[src/rtl/dcfe_pkg.sv]
// ----------------------------------------------------------------------------
// DMA copy/fill engine package
// Shared constants, codes and the command and status types that join the
// controller to the datapath.
// ----------------------------------------------------------------------------
package dcfe_pkg;

  // Line, ring and beat sizes are powers of two.
  localparam int LINE_BYTES   = 64;
  localparam int BUFFER_BYTES = 4096;
  localparam int BEAT_BYTES   = 8;

  localparam logic [2:0] REQ_START_COPY = 3'd0;
  localparam logic [2:0] REQ_START_FILL = 3'd1;
  localparam logic [2:0] REQ_TICK       = 3'd2;
  localparam logic [2:0] REQ_READ_RESP  = 3'd3;
  localparam logic [2:0] REQ_WRITE_RESP = 3'd4;

  localparam logic [1:0] KIND_READ   = 2'd0;
  localparam logic [1:0] KIND_BEAT   = 2'd1;
  localparam logic [1:0] KIND_FINISH = 2'd2;

  localparam logic PORT_HOST   = 1'b0;
  localparam logic PORT_DEVICE = 1'b1;

  localparam logic [1:0] DIR_H2D = 2'd0;
  localparam logic [1:0] DIR_D2H = 2'd1;

  localparam logic [2:0] CFG_SRC_ADDR  = 3'd0;
  localparam logic [2:0] CFG_DST_ADDR  = 3'd1;
  localparam logic [2:0] CFG_LENGTH    = 3'd2;
  localparam logic [2:0] CFG_FILL      = 3'd3;
  localparam logic [2:0] CFG_DIRECTION = 3'd4;
  localparam logic [2:0] CFG_LIMIT     = 3'd5;

  typedef struct packed {
    logic cap_in;
    logic start;
    logic clr_step;
    logic rd_emit;
    logic wr_begin;
    logic byte_rd;
    logic byte_cap;
    logic beat_emit;
    logic rsp_byte;
    logic rsp_end;
    logic walk_step;
    logic walk_end;
    logic ack;
  } cmd_t;

  typedef struct packed {
    logic [2:0] req_type;
    logic       busy;
    logic       fill;
    logic       start_ok;
    logic       tick_go;
    logic       rd_ok;
    logic       wr_ok;
    logic       clr_last;
    logic       byte_last;
    logic       beat_last;
    logic       rsp_more;
    logic       walk_more;
    logic       map_hit;
    logic       ack_done;
  } stat_t;

endpackage

[src/rtl/dcfe_ctrl.sv]
// ----------------------------------------------------------------------------
// DMA copy/fill engine controller
// Sequences each transaction through the datapath and owns the handshakes.
// ----------------------------------------------------------------------------
module dcfe_ctrl (
  input  logic            clk,
  input  logic            rst_n,
  input  logic            in_valid,
  output logic            in_ready,
  output logic            out_valid,
  input  logic            out_ready,
  input  dcfe_pkg::stat_t stat,
  output dcfe_pkg::cmd_t  cmd
);

  typedef enum logic [3:0] {
    S_IDLE, S_DECODE, S_CLEAR, S_RD, S_WR, S_BRD, S_BCAP, S_BEMIT,
    S_OUT, S_RSP, S_WALK_RD, S_WALK_CHK, S_ACK
  } state_t;

  state_t state_r, state_nxt, ret_r, ret_nxt;
  logic   out_valid_r, out_valid_nxt;

  assign in_ready  = (state_r == S_IDLE);
  assign out_valid = out_valid_r;

  always_comb begin
    state_nxt     = state_r;
    ret_nxt       = ret_r;
    out_valid_nxt = out_valid_r;
    cmd           = '0;
    unique case (state_r)
      S_IDLE: begin
        if (in_valid) begin
          cmd.cap_in = 1'b1;
          state_nxt  = S_DECODE;
        end
      end
      S_DECODE: begin
        state_nxt = S_IDLE;
        case (stat.req_type) inside
          dcfe_pkg::REQ_START_COPY, dcfe_pkg::REQ_START_FILL: begin
            if (stat.start_ok) begin
              cmd.start = 1'b1;
              state_nxt = S_CLEAR;
            end
          end
          dcfe_pkg::REQ_TICK: begin
            if (stat.tick_go) state_nxt = S_RD;
          end
          dcfe_pkg::REQ_READ_RESP: begin
            if (stat.busy && !stat.fill) state_nxt = S_RSP;
          end
          dcfe_pkg::REQ_WRITE_RESP: begin
            if (stat.busy) state_nxt = S_ACK;
          end
          default: state_nxt = S_IDLE;
        endcase
      end
      S_CLEAR: begin
        cmd.clr_step = 1'b1;
        if (stat.clr_last) state_nxt = S_IDLE;
      end
      S_RD: begin
        if (stat.rd_ok) begin
          cmd.rd_emit   = 1'b1;
          out_valid_nxt = 1'b1;
          ret_nxt       = S_WR;
          state_nxt     = S_OUT;
        end else begin
          state_nxt = S_WR;
        end
      end
      S_WR: begin
        if (stat.wr_ok) begin
          cmd.wr_begin = 1'b1;
          state_nxt    = S_BRD;
        end else begin
          state_nxt = S_IDLE;
        end
      end
      S_BRD: begin
        cmd.byte_rd = 1'b1;
        state_nxt   = S_BCAP;
      end
      S_BCAP: begin
        cmd.byte_cap = 1'b1;
        state_nxt    = stat.byte_last ? S_BEMIT : S_BRD;
      end
      S_BEMIT: begin
        cmd.beat_emit = 1'b1;
        out_valid_nxt = 1'b1;
        ret_nxt       = stat.beat_last ? S_IDLE : S_BRD;
        state_nxt     = S_OUT;
      end
      S_OUT: begin
        if (out_ready) begin
          out_valid_nxt = 1'b0;
          state_nxt     = ret_r;
        end
      end
      S_RSP: begin
        if (stat.rsp_more) begin
          cmd.rsp_byte = 1'b1;
        end else begin
          cmd.rsp_end = 1'b1;
          state_nxt   = S_WALK_RD;
        end
      end
      S_WALK_RD: begin
        if (stat.walk_more) begin
          state_nxt = S_WALK_CHK;
        end else begin
          cmd.walk_end = 1'b1;
          state_nxt    = S_IDLE;
        end
      end
      S_WALK_CHK: begin
        if (stat.map_hit) begin
          cmd.walk_step = 1'b1;
          state_nxt     = S_WALK_RD;
        end else begin
          cmd.walk_end = 1'b1;
          state_nxt    = S_IDLE;
        end
      end
      S_ACK: begin
        cmd.ack = 1'b1;
        if (stat.ack_done) begin
          out_valid_nxt = 1'b1;
          ret_nxt       = S_IDLE;
          state_nxt     = S_OUT;
        end else begin
          state_nxt = S_IDLE;
        end
      end
      default: state_nxt = S_IDLE;
    endcase
  end

  always_ff @(posedge clk) begin
    if (!rst_n) begin
      state_r     <= S_IDLE;
      ret_r       <= S_IDLE;
      out_valid_r <= 1'b0;
    end else begin
      state_r     <= state_nxt;
      ret_r       <= ret_nxt;
      out_valid_r <= out_valid_nxt;
    end
  end

endmodule

[config.mk]
export PLATFORM = sky130hd
export DESIGN_NAME = dcfe_ctrl
export DESIGN_NICKNAME = d
export VERILOG_FILES = /design/src/rtl/dcfe_pkg.sv /design/src/rtl/dcfe_ctrl.sv
export SDC_FILE = /design/constraint.sdc
export NUM_CORES = 1
export LEC_CHECK = 0
export BUFFER_PORTS_ARGS = -buffer_cell sky130_fd_sc_hd__buf_2
export CELL_PAD_IN_SITES_DETAIL_PLACEMENT = 1
export CELL_PAD_IN_SITES_GLOBAL_PLACEMENT = 1
export CORE_MARGIN = 2
export CORE_UTILIZATION = 32
export DETAILED_ROUTE_END_ITERATION = 16
export GPL_TIMING_DRIVEN = 0
export PLACE_DENSITY_LB_ADDON = 0.1
export SLEW_MARGIN = 20
export SYNTH_ARGS = -nofsm -noshare
export SYNTH_HDL_FRONTEND = slang
export SYNTH_SLANG_ARGS = --single-unit
[constraint.sdc]
create_clock -name clk -period 1.6 [get_ports clk]
set_input_delay 0.32 -clock clk [delete_from_list [all_inputs] [get_ports clk]]
set_output_delay 0.32 -clock clk [all_outputs]
set_load 0.005 [all_outputs]
== Yosys cells after proc, flatten, opt, wreduce, memory -nomap -nowiden ==
Index checks and enable logic that the tools add are counted.
Cells by class
  eq/ne operators: 22
  multiplexer cells: 49
  reductions and logical operators: 10
Operators by type and width (count)
  $mux 4: 16
  $pmux 4 s13: 1
  $mux 1: 23
  $eq 4x4->1 const B: 5
  $eq 4x3->1 const B: 4
  $ne 2x2->1 const B: 6
  $pmux 4 s3: 1
  $eq 4x2->1 const B: 2
  $mux 2: 4
  $reduce_and 4->1: 2
  $eq 3x2->1 const B: 2
  $mux 3: 2
  $eq 4x1->1 const B: 1
  $logic_not 4->1: 1
  $pmux 1 s4: 1
  $reduce_bool 4->1: 1
  $eq 3x1->1 const B: 1
  $eq 3x3->1 const B: 1
  $logic_not 3->1: 1
  $reduce_and 3->1: 1
  $reduce_bool 3->1: 1
  $pmux 1 s2: 1
  $reduce_or 2->1: 1
  $logic_and 1x1->1: 1
  $logic_not 1->1: 1
Word-level totals
  bits in registers: 9
  input port bits: 20
  logic and storage cells: 84

== Logic depth before layout (Yosys ltp) ==
Gate-level depths: netlist (run 1).
  word-level depth: 7
  gate-level depth with buffers: 6

== Least setup slack after synthesis (run 1) ==
Ideal clock, no wire load.
  path kind: flip-flop to output port
  from: register state_r[1]
  to: output port cmd[11] (netlist bit)
  arrival: 1.062 ns
  required time: 1.280 ns
  path slack: 0.218 ns
  stages on the path, launching flop included: 5
  path through: dfxtp_1 > buf_6 > nor2_1 > inv_1 > nor4_1
RTL lines
  start, declared: RTL line dcfe_ctrl.sv:21  | state_t state_r, state_nxt, ret_r, ret_nxt;
  start signal, assigned: RTL line dcfe_ctrl.sv:147  | state_r <= state_nxt;
  end, declared: RTL line dcfe_ctrl.sv:13  | output dcfe_pkg::cmd_t cmd

==> results of run 1 <==
per-stage QoR:
stage	TNS (ps)	utilization, %
after global routing	-319	55.8
after CTS	-10.9	49.7
after global placement	-183	43.3
after floorplan	0	-
final	-28.8	55.8
after detailed placement	-245	43.3
registers in the layout (all words and copies together) (netlist names):
register and count:
state_r 4, ret_r 2, out_valid 1
worst max path at each step:
| stage | start | to | slack (ps) | cells past startpoint |
|---|---|---|---|---|
| after floorplan | state_r[1] | cmd[11] | 220 | 4 |
| after global placement | state_r[1] | cmd[11] | -100 | 5 |
| after detailed placement | state_r[1] | cmd[11] | -100 | 5 |
| after CTS | state_r[0] | cmd[1] | -10 | 5 |
| after global routing | state_r[0] | cmd[1] | -80 | 5 |
| final | state_r[0] | cmd[1] | -30 | 5 |
kinds of logic after synthesis:
group | after synthesis | share of synthesized area, %
AO/OA/AOI/OAI | 24 | 26.6
AND/OR/NAND/NOR | 52 | 45.1
buffers and inverters | 9 | 6.99
multiplexers | 2 | 2.66
flip-flops | 7 | 18.6
worst max-delay path: stages (launching register included):
cell and delay (ps):
dfxtp_2 340, buf_6 130, buf_8 110, mux2i_1 180, and4_1 190, buf_2 110
final cells by class:
| class | count | area, µm² |
|---|---|---|
| fillers | 279 | 977 |
| well taps | 28 | 35.0 |
| clock buffers | 4 | 26.3 |
| multi-input cells | 78 | 648 |
| inverters | 3 | 13.8 |
| repair buffers | 47 | 290 |
| plain buffers | 6 | 71.3 |
| flip-flops and latches | 7 | 150 |
routing by layer:
metal / vias up / share of wire [%]
met3: 2 / 3.1
li1: 464 / -
met1: 474 / 48
met2: 29 / 48
met5: - / 0
met4: 0 / 0.57
placed cells by master (no fill, tap or decap), types with 3 or more instances in the layout:
master / Yosys / layout
buf_2: 4 / 31
buf_4: 1 / 13
buf_6: 1 / 7
nand2_1: 5 / 5
nand2b_1: 6 / 5
a21oi_1: 5 / 4
and3_4: 0 / 3
nor3_2: 0 / 3
nor2_1: 5 / 3
o21ai_1: 3 / 3
nand3b_1: 3 / 3
clkbuf_4: 0 / 3
dfxtp_1: 7 / 3
power groups by stage:
| stage | clock (µW) | sequential, µW | combinational (µW) |
|---|---|---|---|
| after floorplan | 0 | 185 | 80.1 |
| after global placement | 0 | 186 | 141 |
| after detailed placement | 0 | 186 | 143 |
| after CTS | 164 | 182 | 177 |
| after global routing | 178 | 181 | 227 |
| final | 157 | 181 | 213 |
timing repair:
| action | CTS | global route |
|---|---|---|
| pin swaps | 3 | 5 |
| setup buffers | 7 | 6 |
| gates resized for setup | 21 | 19 |
| endpoints found under the setup margin | 14 | 14 |
==> impl_metrics.tcl, run 1 <==
set metrics [dict create \
    synth_edf_count 0 \
    met3_usage_pct 1.71 \
    cts-root-to-sink-buffers 2 \
    die_h_um 52.5 \
    slew_violations 0 \
    setup_ws_ps -26.4 \
    clk_pin_slew_ps 50 \
    place_hpwl_mm 1.97 \
    via_per_inst 5.60 \
    period_share_pct 102 \
    initialDrtViolationCount 18 \
    synthFlopType "dfxtp_1" \
    root_buffer "clkbuf_4" \
    yosys.cell_types.count 44 \
    yosys-top-cells-area "dfxtp_1 (19%), nand2b_1 (5.0%), a2111oi_2 (4.0%)" \
    final-setup-viol-count 2 \
    p_sw_share_pct 31.4 \
    drcViolationCount 0 \
    dr.pass1.iters 4 \
    outcome "finished, violations left" \
    rsz0062_at_grt "true" \
    violations "setup timing" \
    crit_path_end_kind "primary output" \
    final_cells 173 \
    io_buffers 34 \
    skew_ps 2.25 \
    busiest_layer "met2" \
    synth.top_cells.by_count "dfxtp_1 (7), nand2b_1 (6)" \
    initial_core_util_pct 34.0 \
    htree_levels 1 \
    cp_max_fo 6 \
    die_area_um2 2750 \
    total_power_uw 551 \
    cap_violations 0 \
    ys_ff_latch 7 \
    holdWs_ps 329 \
    pwr-share-clk_pct 28.5 \
    hold_path_class "input port to flop" \
    place_congestion 0.846 \
    place_area_um2 957 \
    r2r_cells 5 \
    final_layout_size_suffix_gt1_share_pct 57.2 \
    synth_warnings 0 \
    antenna_cells 0 \
    syn_nets 114 \
    synth.top_cell.area_share_pct 18.6 \
    ant_nets 0 \
    worstMarginPinSlew_ps 591 \
    timing.fmax_ghz 0.615 \
    netlist_area_um2 752 \
    period_minus_slack_ps 1630 \
    start_kind "flop" \
    r2r-start "state_r[1]" \
    fin_area_um2 1230 \
    rows 17 \
    cts_tree "built" \
    r2r_end "state_r[1]" \
    grtUsageMet1_pct 30.3 \
    hold_viol 0 \
    min_from "stat[6]" \
    track_usage_pct 21.4 \
    p_sw_uw 173 \
    arrival_ps 1310 \
    antenna_found_initial 0 \
    dp.cells 156 \
    wire_per_inst_um 17.1 \
    numCtsBuffers 3 \
    detailroute.via_count 969 \
    synthArstFlopShare_pct 0 \
    post_synth.cell_area_avg_um2 8.00 \
    die_w_um 52.5 \
    overflow 0 \
    min_to "state_r[1]" \
    p_int_uw 378 \
    worstPathRequired_ps 1280 \
    pwr-share-comb_pct 38.7 \
    insertion_delay_ps 250 \
    wirelength_mm 2.96 \
    cts.sinks 7 \
    leakage_uw 0.000545 \
    syn2layout_area_growth_pct 64.2 \
    pre_cts_slack_ps -103 \
    use_met2_pct 34.8 \
    syn_inst 94 \
    yosysMostFrequentCell "dfxtp_1" \
    pwr-share-seq_pct 32.8 \
    ctsHoldBuffers 0 \
    hold-path-cell-count 3 \
    path_class "flop to primary output" \
    seq_area_frac_synth_pct 18.6 \
    coreArea_um2 2210 \
    peakVddDrop_v 0.000352 \
    grt_pass1_vias 919 \
    max_slew_margin_pct 59.6 \
    p_per_area_nw_per_um2 446 \
    synth.largest_area_cell "dfxtp_1" \
    final_nets 166 \
    grt_pass1_wl_mm 4.46 \
    grt_max_degree 11 \
    ios 35 \
    r2r_slack_ps 50 \
]
No activity file was read; power rests on OpenSTA's default activity.
==> run 2: changes to the inputs <==
Settings changed: CORE_UTILIZATION 32 to 33, CTS_BUF_LIST set to sky130_fd_sc_hd__clkbuf_8, REMOVE_ABC_BUFFERS set to 1.
==> run 2 against run 1 <==
Power grew 3.9%. Die area shrank 2.8%. Clock power grew 54%. Sequential share of layout area grew 2.6 points. Worst setup slack gained 79 ps. Highest routed layer unchanged. The flow now finishes without violations. Critical path depth shrank 1. Non-clock buffer count shrank 12. Count of clock-buffer cells in the layout shrank 1. Wire length shrank 11%.
==> impl_metrics.tcl, run 2 (same netlist as run 1, synthesis figures left out) <==
set metrics [dict create \
    outcome "completed" \
    crit_end "state_r[2]" \
    final-setup-viol-count 0 \
    busiest_layer "met2" \
    via_per_inst 5.65 \
    ant_nets 0 \
    path_cells "or2_1 > a2111oi_2 > a311o_2 > o21ba_1" \
    grt_pass1_vias 835 \
    numCtsBuffers 3 \
    startpoint "state_r[0]" \
    start_kind "flop" \
    critPathTopFamily "compound AO/OA/AOI/OAI gates" \
    ios 35 \
    leakage_uw 0.000481 \
    largest_register "state_r" \
    r2r_slack_ps 50 \
    io_buffers 34 \
    period_minus_slack_ps 1550 \
    path_class "flop to flop" \
    initialDrtViolationCount 7 \
    met3_usage_pct 4.60 \
    path_buf_inv 0 \
    grt_max_degree 25 \
    skew_ps 1.50 \
    place_congestion 0.780 \
    hold_path_class "input port to flop" \
    clk_pin_slew_ps 40 \
    rows 17 \
    place_area_um2 918 \
    cts.sinks 7 \
    largest_register_ffs 4 \
    wire_per_inst_um 16.4 \
    slowest_stage "a2111oi_2" \
    finalSetupTns_ps 0 \
    cts_tree "built" \
    cp_num_cells 4 \
    htree_levels 1 \
    cts-root-to-sink-buffers 2 \
    hold_viol 0 \
    die_h_um 51.7 \
    grt_pass1_wl_mm 4.09 \
    fin_area_um2 1050 \
    timing.fmax_ghz 0.646 \
    period_share_pct 96.7 \
    p_per_area_nw_per_um2 544 \
    peakVddDrop_v 0.000590 \
    final_cells 161 \
    final_common_cell "buf_2" \
    syn2layout_area_growth_pct 39.8 \
    cp_max_fo 12 \
    use_met2_pct 34.0 \
    coreArea_um2 2190 \
    final_layout_size_suffix_gt1_share_pct 45.1 \
    place_hpwl_mm 1.82 \
    pre_cts_slack_ps -309 \
    max_slew_margin_pct 70.4 \
    utilization_pct 48.0 \
    die_w_um 51.7 \
    r2r_cells 4 \
    r2r_end "state_r[2]" \
    worstMarginPinSlew_ps 433 \
    rsz0062_at_grt "false" \
    root_buffer "clkbuf_8" \
    wirelength_mm 2.64 \
    ctsHoldBuffers 0 \
    critical_path.max_stage_delay_ps 410 \
    setup_ws_ps 52.5 \
    final_cell_mix "buf_2 (34), buf_4 (7)" \
    crit_path_end_kind "flop" \
    drcViolationCount 0 \
    track_usage_pct 20.7 \
    grtUsageMet1_pct 27.6 \
    antenna_cells 0 \
    final_nets 154 \
    dr.pass1.iters 4 \
    insertion_delay_ps 230 \
    cap_violations 0 \
    arrival_ps 1670 \
    overflow 0 \
    die_area_um2 2680 \
    antenna_found_initial 0 \
    worstPathRequired_ps 1720 \
    detailroute.via_count 910 \
    dp.cells 150 \
    slew_violations 0 \
    r2r-start "state_r[0]" \
    initial_core_util_pct 34.3 \
]
-- run 2: worst min-delay path by stage --
stage	startpoint	to	slack, ps	cells past startpoint
after detailed placement	out_valid	out_valid	460	2
after global routing	stat[6]	state_r[1]	370	3
after CTS	stat[6]	state_r[1]	350	3
after floorplan	rst_n	state_r[0]	430	1
final	stat[6]	state_r[1]	350	3
after global placement	out_valid	out_valid	450	2
-- run 2: where the power goes --
part / internal (µW) / switching (µW) / leakage, µW
Clock: 166 / 76.5 / 0.0000269
Combinational: 66.7 / 71.5 / 0.000395
Sequential: 176 / 15.6 / 0.0000597
-- run 2: layer usage --
layer / wire length, µm / up-vias
met5: 0 / -
met4: 26 / 0
met3: 133 / 2
met2: 1230 / 32
met1: 1250 / 427
li1: - / 449
-- run 2: worst reg2reg max path, stage by stage (launching register included) --
cell and delay [ps]:
dfxtp_4 390, or2_1 250, a2111oi_2 410, a311o_2 230, o21ba_1 150
-- run 2: layout make-up --
type	instances	area, µm²
clock buffers	3	41.3
clock inverters	1	3.75
fillers	298	1140
inverters	3	13.8
multi-input cells	78	579
flip-flops and latches	7	155
well taps	28	35.0
repair buffers	41	223
-- run 2: repair_timing --
item,in CTS,in global routing
hold endpoints to repair,0,0
setup endpoints to repair,21,9
pin swaps,1,1
gates resized for setup,12,3
buffers inserted,5,2
-- run 2: stage by stage --
step | hold WS, ps | total power [µW]
2_1_floorplan | 428 | 258
3_3_place_gp | 453 | 318
3_5_place_dp | 461 | 320
4_1_cts | 351 | 571
5_1_grt | 368 | 606
6_report | 350 | 572
==> run 3: changes to the inputs <==
Settings changed: CORE_UTILIZATION 33 to 32, CTS_BUF_LIST sky130_fd_sc_hd__clkbuf_8 to sky130_fd_sc_hd__clkbuf_4 sky130_fd_sc_hd__clkbuf_8 sky130_fd_sc_hd__clkbuf_16.
==> run 3 against run 2 <==
Sequential share of layout area down 0.83 points. Global-route usage up 0.33 points. Critical path depth fell by 1. Combinational power increased by 9%. Register-to-register slack is essentially flat. First-iteration DRC count up 86%. Wire length up 8.8%. Worst hold slack got worse by 17 ps. Count of clock-buffer cells in the layout is 1 higher. Clock skew increased by 1.1 ps. Maximum frequency shrank 0.35%. Critical endpoint is now cmd[4].
==> impl_metrics.tcl, run 3 (same netlist as run 1, synthesis figures left out) <==
set metrics [dict create \
    place_area_um2 918 \
    grt_max_degree 22 \
    hold_viol 0 \
    cts_tree "built" \
    final-setup-viol-count 0 \
    die_w_um 52.5 \
    htree_levels 1 \
    fillers 297 \
    cts.sinks 7 \
    timing.fmax_ghz 0.644 \
    leakage_uw 0.000506 \
    setup_ws_ps 47.1 \
    path_buf_inv 1 \
    skew_ps 2.58 \
    wire_per_inst_um 17.2 \
    antenna_cells 0 \
    root_buffer "clkbuf_4" \
    worstPathRequired_ps 1280 \
    arrival_ps 1230 \
    dp.cells 150 \
    outcome "completed" \
    path_class "flop to primary output" \
    place_hpwl_mm 1.74 \
    hold_path_class "input port to flop" \
    antenna_found_initial 0 \
    dr.pass1.iters 4 \
    critPathTopFamily "flip-flops" \
    io_buffers 34 \
    final_layout_size_suffix_gt1_share_pct 48.9 \
    via_per_inst 5.73 \
    rsz0062_at_grt "false" \
    drcViolationCount 0 \
    initial_core_util_pct 34.0 \
    cap_violations 0 \
    worstMarginPinSlew_ps 469 \
    dr_wl_met3_um 184 \
    fin_area_um2 1110 \
    wl_met1_mm 1.23 \
    seq_area_um2 155 \
    grt_pass1_vias 894 \
    ant_nets 0 \
    path_cells "and2_1 > and3_1 > buf_2" \
    initialDrtViolationCount 13 \
    slowest_stage "dfxtp_4" \
    largest_register "state_r" \
    place_congestion 0.767 \
    grt_pass1_wl_mm 4.30 \
    met2_length_mm 1.43 \
    die_area_um2 2750 \
    multi_input_comb_area_um2 612 \
    detailroute.via_count 957 \
    ios 35 \
    finalSetupTns_ps 0 \
    numCtsBuffers 3 \
    clk_pin_slew_ps 60 \
    final_nets 160 \
    start_kind "flop" \
    max_slew_margin_pct 67.9 \
    final_cell_mix "buf_2 (34), buf_4 (12)" \
    final_common_cell "buf_2" \
    peakVddDrop_v 0.000283 \
    period_share_pct 97.1 \
    final_cells 167 \
    critical_path.max_stage_delay_ps 440 \
    p_per_area_nw_per_um2 468 \
    largest_register_ffs 4 \
    period_minus_slack_ps 1550 \
    top_layer "met4" \
    die_h_um 52.5 \
    coreArea_um2 2210 \
    wirelength_mm 2.87 \
    cp_max_fo 12 \
    rows 17 \
    overflow 0 \
    pre_cts_slack_ps -245 \
    utilization_pct 50.3 \
    insertion_delay_ps 250 \
    cts-root-to-sink-buffers 2 \
    crit_path_end_kind "primary output" \
    syn2layout_area_growth_pct 48.1 \
    slew_violations 0 \
    track_usage_pct 21.0 \
]
[run 3: timing repair]
| action | 4_1_cts | 5_1_grt |
|---|---|---|
| cloned | 0 | 0 |
| hold buffers | 0 | 0 |
| setup endpoints to repair | 21 | 8 |
| setup buffers | 10 | 3 |
| gates resized for setup | 14 | 4 |
| pin swaps | 1 | 2 |
[run 3: layer usage]
| layer | global-route usage, % | vias up |
|---|---|---|
| li1 | - | 454 |
| met1 | 28.2 | 464 |
| met2 | 34.8 | 35 |
| met3 | 2.29 | 4 |
| met4 | 6.84 | 0 |
| met5 | 0 | - |
[run 3: path summary, 6_finish.rpt]
kind | from | to | slack [ps] | depth (start not counted)
worst max-delay path | state_r[0] | cmd[4] | 50 | 3
worst min-delay path | stat[6] | state_r[1] | 330 | 3
worst max register to register | state_r[0] | state_r[2] | 60 | 4
worst min register to register | out_valid | out_valid | 470 | 2
[run 3: per-stage QoR]
stage / hold WS (ps) / total power (µW)
6_report: 334 / 521
5_1_grt: 370 / 547
4_1_cts: 330 / 504
3_5_place_dp: 458 / 318
3_3_place_gp: 449 / 316
2_1_floorplan: 428 / 258
[run 3: area by class of cell]
cell class | count | area share, %
clock buffers | 4 | 2.70
repair buffers | 47 | 24.0
well taps | 28 | 3.15
multi-input cells | 78 | 54.9
inverters | 3 | 1.24
flip-flops and latches | 7 | 13.9
[run 3: tightest hold or removal path, stage by stage]
cell      delay (ps)
buf_2             70
nand3b_1          90
o21ai_1           60
[run 3: power breakdown]
group	switching, µW	total (µW)	internal (µW)
logic	78.0	150	72.1
clock network	69.1	181	112
registers	14.6	190	175
